File: config.mk
export PLATFORM = sky130hd
export DESIGN_NAME = des_round_function_top
export DESIGN_NICKNAME = d
export VERILOG_FILES = /design/src/design/des_rf_pkg.sv /design/src/design/des_round_function_top.sv /design/src/design/des_rf_func.sv
export SDC_FILE = /design/constraint.sdc
export NUM_CORES = 1
export LEC_CHECK = 0
export BUFFER_PORTS_ARGS = -buffer_cell sky130_fd_sc_hd__buf_2
export CAP_MARGIN = 15
export CORE_MARGIN = 3
export CORE_UTILIZATION = 64
export CTS_CLUSTER_DIAMETER = 120
export DETAILED_ROUTE_END_ITERATION = 8
export PLACE_DENSITY_LB_ADDON = 0.25
export SETUP_SLACK_MARGIN = 0.02
export SYNTH_ARGS = -nofsm -noshare
export SYNTH_HDL_FRONTEND = slang
export SYNTH_SLANG_ARGS = --single-unit
export TNS_END_PERCENT = 1
File: constraint.sdc
create_clock -name aclk -period 6.7 [get_ports aclk]
set_clock_uncertainty 0.2 [all_clocks]
set_input_delay 0.335 -clock aclk [delete_from_list [all_inputs] [get_ports aclk]]
set_output_delay 0.335 -clock aclk [all_outputs]
set_load 0.05 [all_outputs]
File: src/design/des_rf_pkg.sv
// DES round function package: E and P selection tables, the eight S-boxes
// and helper functions used by the round function datapath.
// No dependencies.
`timescale 1ns / 1ps

package des_rf_pkg;

    // Field widths of the round function.
    localparam int HalfWidth   = 32;
    localparam int KeyWidth    = 48;
    localparam int NumBoxes    = 8;
    localparam int BoxInWidth  = 6;
    localparam int BoxOutWidth = 4;

    typedef logic [HalfWidth-1:0] half_t;
    typedef logic [KeyWidth-1:0]  key_t;
    typedef logic [5:0]           sel_t;
    typedef logic [BoxOutWidth-1:0] nibble_t;

    // Expansion table E; entries name bit positions with bit 1 as the MSB.
    localparam sel_t E_SEL [0:KeyWidth-1] = '{
        6'd32, 6'd1,  6'd2,  6'd3,  6'd4,  6'd5,  6'd4,  6'd5,
        6'd6,  6'd7,  6'd8,  6'd9,  6'd8,  6'd9,  6'd10, 6'd11,
        6'd12, 6'd13, 6'd12, 6'd13, 6'd14, 6'd15, 6'd16, 6'd17,
        6'd16, 6'd17, 6'd18, 6'd19, 6'd20, 6'd21, 6'd20, 6'd21,
        6'd22, 6'd23, 6'd24, 6'd25, 6'd24, 6'd25, 6'd26, 6'd27,
        6'd28, 6'd29, 6'd28, 6'd29, 6'd30, 6'd31, 6'd32, 6'd1
    };

    // Permutation table P; bit 1 is the MSB.
    localparam sel_t P_SEL [0:HalfWidth-1] = '{
        6'd16, 6'd7,  6'd20, 6'd21, 6'd29, 6'd12, 6'd28, 6'd17,
        6'd1,  6'd15, 6'd23, 6'd26, 6'd5,  6'd18, 6'd31, 6'd10,
        6'd2,  6'd8,  6'd24, 6'd14, 6'd32, 6'd27, 6'd3,  6'd9,
        6'd19, 6'd13, 6'd30, 6'd6,  6'd22, 6'd11, 6'd4,  6'd25
    };

    // The eight standard S-boxes, each laid out as row * 16 + column.
    localparam nibble_t SBOX_TABLE [0:NumBoxes-1][0:63] = '{
        '{4'd14, 4'd4,  4'd13, 4'd1,  4'd2,  4'd15, 4'd11, 4'd8,
          4'd3,  4'd10, 4'd6,  4'd12, 4'd5,  4'd9,  4'd0,  4'd7,
          4'd0,  4'd15, 4'd7,  4'd4,  4'd14, 4'd2,  4'd13, 4'd1,
          4'd10, 4'd6,  4'd12, 4'd11, 4'd9,  4'd5,  4'd3,  4'd8,
          4'd4,  4'd1,  4'd14, 4'd8,  4'd13, 4'd6,  4'd2,  4'd11,
          4'd15, 4'd12, 4'd9,  4'd7,  4'd3,  4'd10, 4'd5,  4'd0,
          4'd15, 4'd12, 4'd8,  4'd2,  4'd4,  4'd9,  4'd1,  4'd7,
          4'd5,  4'd11, 4'd3,  4'd14, 4'd10, 4'd0,  4'd6,  4'd13},
        '{4'd15, 4'd1,  4'd8,  4'd14, 4'd6,  4'd11, 4'd3,  4'd4,
          4'd9,  4'd7,  4'd2,  4'd13, 4'd12, 4'd0,  4'd5,  4'd10,
          4'd3,  4'd13, 4'd4,  4'd7,  4'd15, 4'd2,  4'd8,  4'd14,
          4'd12, 4'd0,  4'd1,  4'd10, 4'd6,  4'd9,  4'd11, 4'd5,
          4'd0,  4'd14, 4'd7,  4'd11, 4'd10, 4'd4,  4'd13, 4'd1,
          4'd5,  4'd8,  4'd12, 4'd6,  4'd9,  4'd3,  4'd2,  4'd15,
          4'd13, 4'd8,  4'd10, 4'd1,  4'd3,  4'd15, 4'd4,  4'd2,
          4'd11, 4'd6,  4'd7,  4'd12, 4'd0,  4'd5,  4'd14, 4'd9},
        '{4'd10, 4'd0,  4'd9,  4'd14, 4'd6,  4'd3,  4'd15, 4'd5,
          4'd1,  4'd13, 4'd12, 4'd7,  4'd11, 4'd4,  4'd2,  4'd8,
          4'd13, 4'd7,  4'd0,  4'd9,  4'd3,  4'd4,  4'd6,  4'd10,
          4'd2,  4'd8,  4'd5,  4'd14, 4'd12, 4'd11, 4'd15, 4'd1,
          4'd13, 4'd6,  4'd4,  4'd9,  4'd8,  4'd15, 4'd3,  4'd0,
          4'd11, 4'd1,  4'd2,  4'd12, 4'd5,  4'd10, 4'd14, 4'd7,
          4'd1,  4'd10, 4'd13, 4'd0,  4'd6,  4'd9,  4'd8,  4'd7,
          4'd4,  4'd15, 4'd14, 4'd3,  4'd11, 4'd5,  4'd2,  4'd12},
        '{4'd7,  4'd13, 4'd14, 4'd3,  4'd0,  4'd6,  4'd9,  4'd10,
          4'd1,  4'd2,  4'd8,  4'd5,  4'd11, 4'd12, 4'd4,  4'd15,
          4'd13, 4'd8,  4'd11, 4'd5,  4'd6,  4'd15, 4'd0,  4'd3,
          4'd4,  4'd7,  4'd2,  4'd12, 4'd1,  4'd10, 4'd14, 4'd9,
          4'd10, 4'd6,  4'd9,  4'd0,  4'd12, 4'd11, 4'd7,  4'd13,
          4'd15, 4'd1,  4'd3,  4'd14, 4'd5,  4'd2,  4'd8,  4'd4,
          4'd3,  4'd15, 4'd0,  4'd6,  4'd10, 4'd1,  4'd13, 4'd8,
          4'd9,  4'd4,  4'd5,  4'd11, 4'd12, 4'd7,  4'd2,  4'd14},
        '{4'd2,  4'd12, 4'd4,  4'd1,  4'd7,  4'd10, 4'd11, 4'd6,
          4'd8,  4'd5,  4'd3,  4'd15, 4'd13, 4'd0,  4'd14, 4'd9,
          4'd14, 4'd11, 4'd2,  4'd12, 4'd4,  4'd7,  4'd13, 4'd1,
          4'd5,  4'd0,  4'd15, 4'd10, 4'd3,  4'd9,  4'd8,  4'd6,
          4'd4,  4'd2,  4'd1,  4'd11, 4'd10, 4'd13, 4'd7,  4'd8,
          4'd15, 4'd9,  4'd12, 4'd5,  4'd6,  4'd3,  4'd0,  4'd14,
          4'd11, 4'd8,  4'd12, 4'd7,  4'd1,  4'd14, 4'd2,  4'd13,
          4'd6,  4'd15, 4'd0,  4'd9,  4'd10, 4'd4,  4'd5,  4'd3},
        '{4'd12, 4'd1,  4'd10, 4'd15, 4'd9,  4'd2,  4'd6,  4'd8,
          4'd0,  4'd13, 4'd3,  4'd4,  4'd14, 4'd7,  4'd5,  4'd11,
          4'd10, 4'd15, 4'd4,  4'd2,  4'd7,  4'd12, 4'd9,  4'd5,
          4'd6,  4'd1,  4'd13, 4'd14, 4'd0,  4'd11, 4'd3,  4'd8,
          4'd9,  4'd14, 4'd15, 4'd5,  4'd2,  4'd8,  4'd12, 4'd3,
          4'd7,  4'd0,  4'd4,  4'd10, 4'd1,  4'd13, 4'd11, 4'd6,
          4'd4,  4'd3,  4'd2,  4'd12, 4'd9,  4'd5,  4'd15, 4'd10,
          4'd11, 4'd14, 4'd1,  4'd7,  4'd6,  4'd0,  4'd8,  4'd13},
        '{4'd4,  4'd11, 4'd2,  4'd14, 4'd15, 4'd0,  4'd8,  4'd13,
          4'd3,  4'd12, 4'd9,  4'd7,  4'd5,  4'd10, 4'd6,  4'd1,
          4'd13, 4'd0,  4'd11, 4'd7,  4'd4,  4'd9,  4'd1,  4'd10,
          4'd14, 4'd3,  4'd5,  4'd12, 4'd2,  4'd15, 4'd8,  4'd6,
          4'd1,  4'd4,  4'd11, 4'd13, 4'd12, 4'd3,  4'd7,  4'd14,
          4'd10, 4'd15, 4'd6,  4'd8,  4'd0,  4'd5,  4'd9,  4'd2,
          4'd6,  4'd11, 4'd13, 4'd8,  4'd1,  4'd4,  4'd10, 4'd7,
          4'd9,  4'd5,  4'd0,  4'd15, 4'd14, 4'd2,  4'd3,  4'd12},
        '{4'd13, 4'd2,  4'd8,  4'd4,  4'd6,  4'd15, 4'd11, 4'd1,
          4'd10, 4'd9,  4'd3,  4'd14, 4'd5,  4'd0,  4'd12, 4'd7,
          4'd1,  4'd15, 4'd13, 4'd8,  4'd10, 4'd3,  4'd7,  4'd4,
          4'd12, 4'd5,  4'd6,  4'd11, 4'd0,  4'd14, 4'd9,  4'd2,
          4'd7,  4'd11, 4'd4,  4'd1,  4'd9,  4'd12, 4'd14, 4'd2,
          4'd0,  4'd6,  4'd10, 4'd13, 4'd15, 4'd3,  4'd5,  4'd8,
          4'd2,  4'd1,  4'd14, 4'd7,  4'd4,  4'd10, 4'd8,  4'd13,
          4'd15, 4'd12, 4'd9,  4'd0,  4'd3,  4'd5,  4'd6,  4'd11}
    };

    // Expand a 32-bit half to 48 bits with the E table.
    function automatic key_t des_expand(input half_t r);
        key_t x;
        logic [4:0] src;
        for (int i = 0; i < KeyWidth; i++) begin
            src = 5'(6'd32 - E_SEL[i]);
            x[KeyWidth-1-i] = r[src];
        end
        return x;
    endfunction

    // Permute a 32-bit word with the P table.
    function automatic half_t des_permute(input half_t s);
        half_t f;
        logic [4:0] src;
        for (int i = 0; i < HalfWidth; i++) begin
            src = 5'(6'd32 - P_SEL[i]);
            f[HalfWidth-1-i] = s[src];
        end
        return f;
    endfunction

endpackage

File: src/design/des_round_function_top.sv
// Channel  | Ports                                  | Direction
// ---------+----------------------------------------+----------
// input    | s_valid, s_ready, s_right_half,        | in
//          | s_round_key                            |
// result   | m_valid, m_ready, m_f_result           | out
//
// Each transfer is latched in an input register, passes through the round
// function logic, and lands in the result register. One item is taken per
// cycle unless m_ready stalls a full pipeline; the throughput is set by the
// two-stage register pipeline. Synchronous active-low reset empties both stages.
// A stalled result holds the result register and, behind it, the input
// register; s_ready drops only when both stages are full.
//
// Depends on des_rf_pkg and des_rf_func.
`timescale 1ns / 1ps

module des_round_function_top (
    input  logic              aclk,
    input  logic              aresetn,
    input  logic              s_valid,
    output logic              s_ready,
    input  des_rf_pkg::half_t s_right_half,
    input  des_rf_pkg::key_t  s_round_key,
    output logic              m_valid,
    input  logic              m_ready,
    output des_rf_pkg::half_t m_f_result
);
    import des_rf_pkg::*;

    logic  in_valid_reg, in_valid_next;
    half_t in_half_reg;
    key_t  in_key_reg;
    logic  out_valid_reg, out_valid_next;
    half_t out_f_reg;
    half_t f_value;
    logic  out_load;
    logic  in_load;

    // Handshake: the result register loads when empty or being drained.
    assign out_load = !out_valid_reg || m_ready;
    assign s_ready  = !in_valid_reg || out_load;
    assign in_load  = s_valid && s_ready;

    always_comb begin
        if (in_load) begin
            in_valid_next = 1'b1;
        end else if (out_load) begin
            in_valid_next = 1'b0;
        end else begin
            in_valid_next = in_valid_reg;
        end
        out_valid_next = out_load ? in_valid_reg : out_valid_reg;
    end

    // Input register.
    always_ff @(posedge aclk) begin
        if (!aresetn) begin
            in_valid_reg <= 1'b0;
        end else begin
            in_valid_reg <= in_valid_next;
        end
        if (in_load) begin
            in_half_reg <= s_right_half;
            in_key_reg  <= s_round_key;
        end
    end

    // Round function logic.
    des_rf_func u_func (
        .right_half (in_half_reg),
        .round_key  (in_key_reg),
        .f_result   (f_value)
    );

    // Result register.
    always_ff @(posedge aclk) begin
        if (!aresetn) begin
            out_valid_reg <= 1'b0;
        end else begin
            out_valid_reg <= out_valid_next;
        end
        if (out_load && in_valid_reg) begin
            out_f_reg <= f_value;
        end
    end

    assign m_valid    = out_valid_reg;
    assign m_f_result = out_f_reg;

    // A full input stage moves into the result register when it has room.
    a_advance: assert property (@(posedge aclk) disable iff (!aresetn)
        in_valid_reg && out_load |=> m_valid)
        else $error("input stage did not advance into result register");

    // The result register takes the function of the input stage.
    a_result: assert property (@(posedge aclk) disable iff (!aresetn)
        in_valid_reg && out_load |=> m_f_result == $past(f_value))
        else $error("result register does not match round function");

    // A blocked input stage keeps its item.
    a_hold: assert property (@(posedge aclk) disable iff (!aresetn)
        in_valid_reg && !out_load |=> in_valid_reg && $stable(in_half_reg)
            && $stable(in_key_reg))
        else $error("blocked input stage lost its item");

    // An empty input stage always accepts.
    a_ready: assert property (@(posedge aclk) disable iff (!aresetn)
        !in_valid_reg |-> s_ready)
        else $error("empty input stage refused a transfer");

endmodule

File: src/design/des_rf_func.sv
// Combinational DES round function: expansion, key mix, S-boxes and P.
// Depends on des_rf_pkg for the tables and helper functions.
`timescale 1ns / 1ps

module des_rf_func (
    input  des_rf_pkg::half_t right_half,
    input  des_rf_pkg::key_t  round_key,
    output des_rf_pkg::half_t f_result
);
    import des_rf_pkg::*;

    key_t  mixed;
    half_t subst;

    // Expand the right half and mix in the round key.
    assign mixed = des_expand(right_half) ^ round_key;

    // Eight S-box lookups; group 0 is the top six bits. The row comes from
    // the outer two bits and the column from the inner four.
    always_comb begin
        logic [BoxInWidth-1:0] six;
        for (int i = 0; i < NumBoxes; i++) begin
            six = mixed[KeyWidth-1-BoxInWidth*i -: BoxInWidth];
            subst[HalfWidth-1-BoxOutWidth*i -: BoxOutWidth] =
                SBOX_TABLE[i][{six[5], six[0], six[4:1]}];
        end
    end

    // Final permutation.
    assign f_result = des_permute(subst);

endmodule

Word-level counts from Yosys, hierarchy flattened --
Memory sizes are Yosys's and may differ from the RTL's. A register that Yosys moved wholly into a read port is not among the register bits. Cells that the tools add are included.
Storage, ports and cells: flip-flop bits (word level) 82, bits in latches 0, RAM bits 0, bits in read-only memories 2048, input port bits 84, output and inout port bits 34, word-level logic and storage cells 30, memories 8
Memory list:
- (no name shown) | depth 64, bits a word 4, rd ports 1, clocked after Yosys merged registers in 1, wr ports 0, line des_rf_func.sv:25 | SBOX_TABLE[i][{six[5], six[0], six[4:1]}];
- (no name shown) | depth 64, bits a word 4, rd ports 1, clocked after Yosys merged registers in 1, wr ports 0, line des_rf_func.sv:25
- (no name shown) | depth 64, bits a word 4, rd ports 1, clocked after Yosys merged registers in 1, wr ports 0, line des_rf_func.sv:25
- (no name shown) | depth 64, bits a word 4, rd ports 1, clocked after Yosys merged registers in 1, wr ports 0, line des_rf_func.sv:25
- (no name shown) | depth 64, bits a word 4, rd ports 1, clocked after Yosys merged registers in 1, wr ports 0, line des_rf_func.sv:25
- (no name shown) | depth 64, bits a word 4, rd ports 1, clocked after Yosys merged registers in 1, wr ports 0, line des_rf_func.sv:25
- 2 more memories
Operators by class: add/sub/neg operators 0, $mul 0, divide/modulo/power cells 0, magnitude comparators 0, equality and inequality tests 0, shifts and indexed selects 0, multiplexer cells 2, bitwise operators 9, reductions and logical operators 7
Operators with widths (number):
- NOT 6 -> 7 bit | 8
- XOR 48 bit | 1
- logical AND 1 bit | 2
- zero test 1 bit | 2
- logical OR 1 bit | 2
- two-way mux 1 bit | 2
- nonzero test 2 bit | 1

Longest topological paths before layout --
word-level depth 5, depth in mapped cells 9, gate-level depth less buffers 8

Hierarchy --
Synthesis repeated with hierarchy kept, for this count alone.
Unflattened totals: cells, all modules 866, area, all modules 8431.8 um^2
Modules (own cells, without submodules):
- des_rf_func | instances 1, cells each 745, area each 4964.8 um^2, seq. area each 0.0 um^2
- des_round_function_top | instances 1, cells each 121, area each 3467.1 um^2, seq. area each 3403.3 um^2

Worst setup path after synthesis --
OpenSTA, ideal clock, no wires.
path kind register to register, from register out_valid_reg (netlist: m_valid), to register in_half_reg[0], enable pin, library setup time 447 ps, arrival time 3016 ps, data required time 6053 ps, path slack 3037 ps, stages on the path, launching flop included 4, buffers on the path 0, period minus slack after synthesis 3663 ps, cell sequence dfxtp_1 nor2b_1 nand2_1 and2_1
Between the ends: word-level cells in the longest chain between the ends 4
RTL lines:
- from (decl) | line des_round_function_top.sv:33 | logic out_valid_reg, out_valid_next;
- from (signal assigned) | line des_round_function_top.sv:80 | out_valid_reg <= out_valid_next;
- zero test 1 bit | line des_round_function_top.sv:40 | assign out_load = !out_valid_reg || m_ready;
- logical OR 1 bit | line des_round_function_top.sv:40
- logical OR 1 bit | line des_round_function_top.sv:41 | assign s_ready = !in_valid_reg || out_load;
- named net s_ready | line des_round_function_top.sv:21 | output logic s_ready,
- logical AND 1 bit | line des_round_function_top.sv:42 | assign in_load = s_valid && s_ready;
- named net in_load | line des_round_function_top.sv:37 | logic in_load;
- to (signal assigned) | line des_round_function_top.sv:63 | in_half_reg <= s_right_half;
- to (decl) | line des_round_function_top.sv:31 | half_t in_half_reg;
The timed path passes the listed nets, and every way through them passes these cells. A chain may end at the register's enable or synchronous reset.

Final worst setup path --
from register in_half_reg[20], to register out_f_reg[8] (netlist: m_f_result[8]), data pin
Between the ends: word-level cells in the longest chain between the ends 2
RTL lines:
- XOR 48 bit | line des_rf_func.sv:16 | assign mixed = des_expand(right_half) ^ round_key;
- NOT 6 -> 7 bit (implied by the code) | line des_rf_func.sv:25
- to (decl) | line des_round_function_top.sv:34 | half_t out_f_reg;
No other way between the ends.

==> results_dict.tcl <==
set metrics [dict create \
    synthFlopType "edfxtp_1" \
    setup_viol 0 \
    die_w_microns 122 \
    max_stage_delay_ns 0.80 \
    avgSynthCellArea_sq_um 10.8 \
    port_buffers 117 \
    crit_arrival_ns 3.31 \
    first_pass_iters 6 \
    clkLatencyLatePin_ns 0.43 \
    tightest_slew_ns 1.21 \
    cts_sinks 114 \
    pre_cts_ws_ns 3.42 \
    rows 41 \
    grtUsageTotal_pct 30.2 \
    peakVddDrop_mv 0.203 \
    boundaryPins 118 \
    worstHoldPathCells 3 \
    p_int_mw 1.79 \
    totalPowerFinal_mw 2.70 \
    powerDensity_mw_per_mm2 253 \
    grt_max_degree 81 \
    ctsHtreeMaxLevel 4 \
    die-area_sq_mm 0.0148 \
    synth-warning-count 0 \
    drt-wirelength-per-cell_microns 18.8 \
    path_cells "xor2_1 > inv_1 > ha_1 > mux4_2 > mux4_2" \
    detail-route-antenna-nets 0 \
    cts_tree "done" \
    p_clk_share_pct 34.2 \
    swShare_pct 33.9 \
    area_growth_pct 25.3 \
    cts_buffers 17 \
    viasPerCell 6.31 \
    ys_seq_area_share_pct 39.8 \
    die_h_microns 122 \
    finish.instance_area_sq_mm 0.0107 \
    slew_viol_final 0 \
    reg2regPathDepth 5 \
    placed_area_sq_mm 0.00925 \
    routed_wl_mm 22.0 \
    drt_iter0_drc 861 \
    synth_edf_count 112 \
    cp_slowest_cell "xor2_1" \
    async_flop_share_pct 0 \
    worst_slack_ns 3.35 \
    fin_crit_ns 3.35 \
    cp_max_fo 15 \
    antenna_cells 0 \
    fin_crit_sh_pct 50.0 \
    post-route-util_pct 83.5 \
    clk_transition_reported_paths_ns 0.06 \
    vias 7353 \
    synth_top_area_share_pct 39.4 \
    start_kind "register" \
    grt_pass1_vias 7189 \
    synth_cell_types 63 \
    cp-end-kind "register" \
    crit_path_frequent_cell "mux4_2" \
    critPathKind "reg2reg" \
    grt_overflow_total 0 \
    grt_antenna_before_repair 0 \
    syn_area_sq_mm 0.00854 \
    grt_first_pass_wirelength_mm 35.2 \
    hp-class "in2reg" \
    ys_top_cells_by_area "edfxtp_1 39%, ha_1 9.1%, mux4_2 7.9%, xnor2_1 4.5%, xor2_1 3.7%" \
    place.gp.congestion 0.938 \
    p_comb_share_pct 32.9 \
    switching_power_mw 0.916 \
    leakagePower_nw 4.25 \
    final_hold_viol_count 0 \
    synth_area_leader_cell "edfxtp_1" \
    core_area_sq_mm 0.0128 \
    maxSlewHeadroom_pct 19.0 \
    critical_path.top_delay_family "multiplexers" \
    fin_nets 1126 \
    maxCapViolCount 0 \
    ys_seq_elements 114 \
    largest_reg_flops 48 \
    postCtsSetupBuffers 0 \
    rsz0062_at_grt "false" \
    hpwl_mm 13.1 \
    clk_path_buf_depth 2 \
    netlist_instances 788 \
    required_ns 6.66 \
    outcome "completed" \
    clockRootBuffer "clkbuf_16" \
    drc 0 \
    drive_above_1_share_pct 21.7 \
    cp_num_buf_inv 1 \
    syn-num-nets 934 \
    clock.fmax_mhz 299 \
    seqPwrFrac_pct 32.9 \
    cp_num_cells 5 \
    tns_ns 0 \
    start_util_pct 66.6 \
]
==> per-stage QoR <==
step	cells	hold WS, ns
global placement	1046	0.292
CTS	1160	0.0650
detailed placement	1046	0.305
finish	1165	0.0764
global route	1165	0.0820
floorplan	788	0.234
==> per-layer routing <==
layer	up-vias	track usage, %	share of wire [%]
li1	3371	-	-
met1	3521	35.6	37
met2	394	54.1	53
met3	67	6.04	6.7
met4	0	12.1	2.9
met5	-	0	0
==> cells by family (layout without fill, tap and decap cells) <==
group / after synthesis / after routing / synth area share [%]
mux: 58 / 58 / 11.5
buf+inv: 78 / 283 / 3.73
flops: 114 / 114 / 39.8
simple gates: 179 / 179 / 9.12
compound gates: 206 / 206 / 16.3
xor+xnor: 91 / 91 / 10.5
fa+ha+maj: 62 / 62 / 9.08
==> power by group through the flow <==
stage / Combinational [mW] / Clock [mW] / Sequential (mW)
after floorplan: 0.575 / 0 / 0.972
after global placement: 0.782 / 0 / 0.900
after detailed placement: 0.816 / 0 / 0.902
after CTS: 0.860 / 0.928 / 0.888
after global routing: 0.961 / 0.965 / 0.893
final: 0.889 / 0.926 / 0.889
==> tightest hold or removal path, stage by stage <==
cell and delay, ns:
buf_2 0.08, nor2b_1 0.08, o21a_1 0.17
==> area by class of cell <==
type                    instances  area (sq um)
inverters                      38           143
repair buffers                213          1510
well taps                     172           215
multi-input cells             596          4830
flip-flops and latches        114          3400
clock buffers                  17           425
fillers                       694          2120
clock inverters                15           174
==> Yosys cell counts (4+ instances only) <==
cell type and instances:
and3_1 6, o22ai_1 4, xor2_1 36, a2111oi_0 4
o221ai_1 8, o21ai_1 7, mux2i_1 20, a31oi_1 18
o21ai_0 35, a21oi_1 42, ha_1 62, nor2_1 61
mux2_2 7, a211oi_1 11, buf_2 15, clkbuf_1 24
nand3_1 15, nand2_1 57, a311oi_1 6, xnor2_1 44
o211ai_1 23, nor3_1 24, inv_1 34, xnor2_2 6
o31ai_1 5, a221o_1 7, edfxtp_1 112, mux4_2 30
==> timing repair <==
action | in CTS | in global routing
hold endpoints to repair | 82 | 0
hold buffers | 82 | 0
gates resized for setup | 0 | 0
==> final timing paths <==
path,endpoint,from,slack (ns)
worst max-delay path,m_f_result[8],in_half_reg[20],3.35
worst min register to register,m_valid,in_valid_reg,0.32
worst max register to register,m_f_result[8],in_half_reg[20],3.35
worst min-delay path,m_valid,m_ready,0.08
==> layout by cell type, fill, tap and decap left out, types with 11 or more instances in the layout <==
master / n
xnor2_1: 44
ha_1: 62
a21oi_1: 42
nand2_1: 57
a31oi_1: 18
inv_1: 34
mux2i_1: 20
buf_2: 117
nand3_1: 15
o211ai_1: 23
edfxtp_1: 112
xor2_1: 36
mux4_2: 30
nor3_1: 24
clkbuf_16: 17
o21ai_0: 35
nor2_1: 61
a211oi_1: 11
dlygate4sd3_1: 82
buf_4: 14
Power figures use the tool's default switching activity.
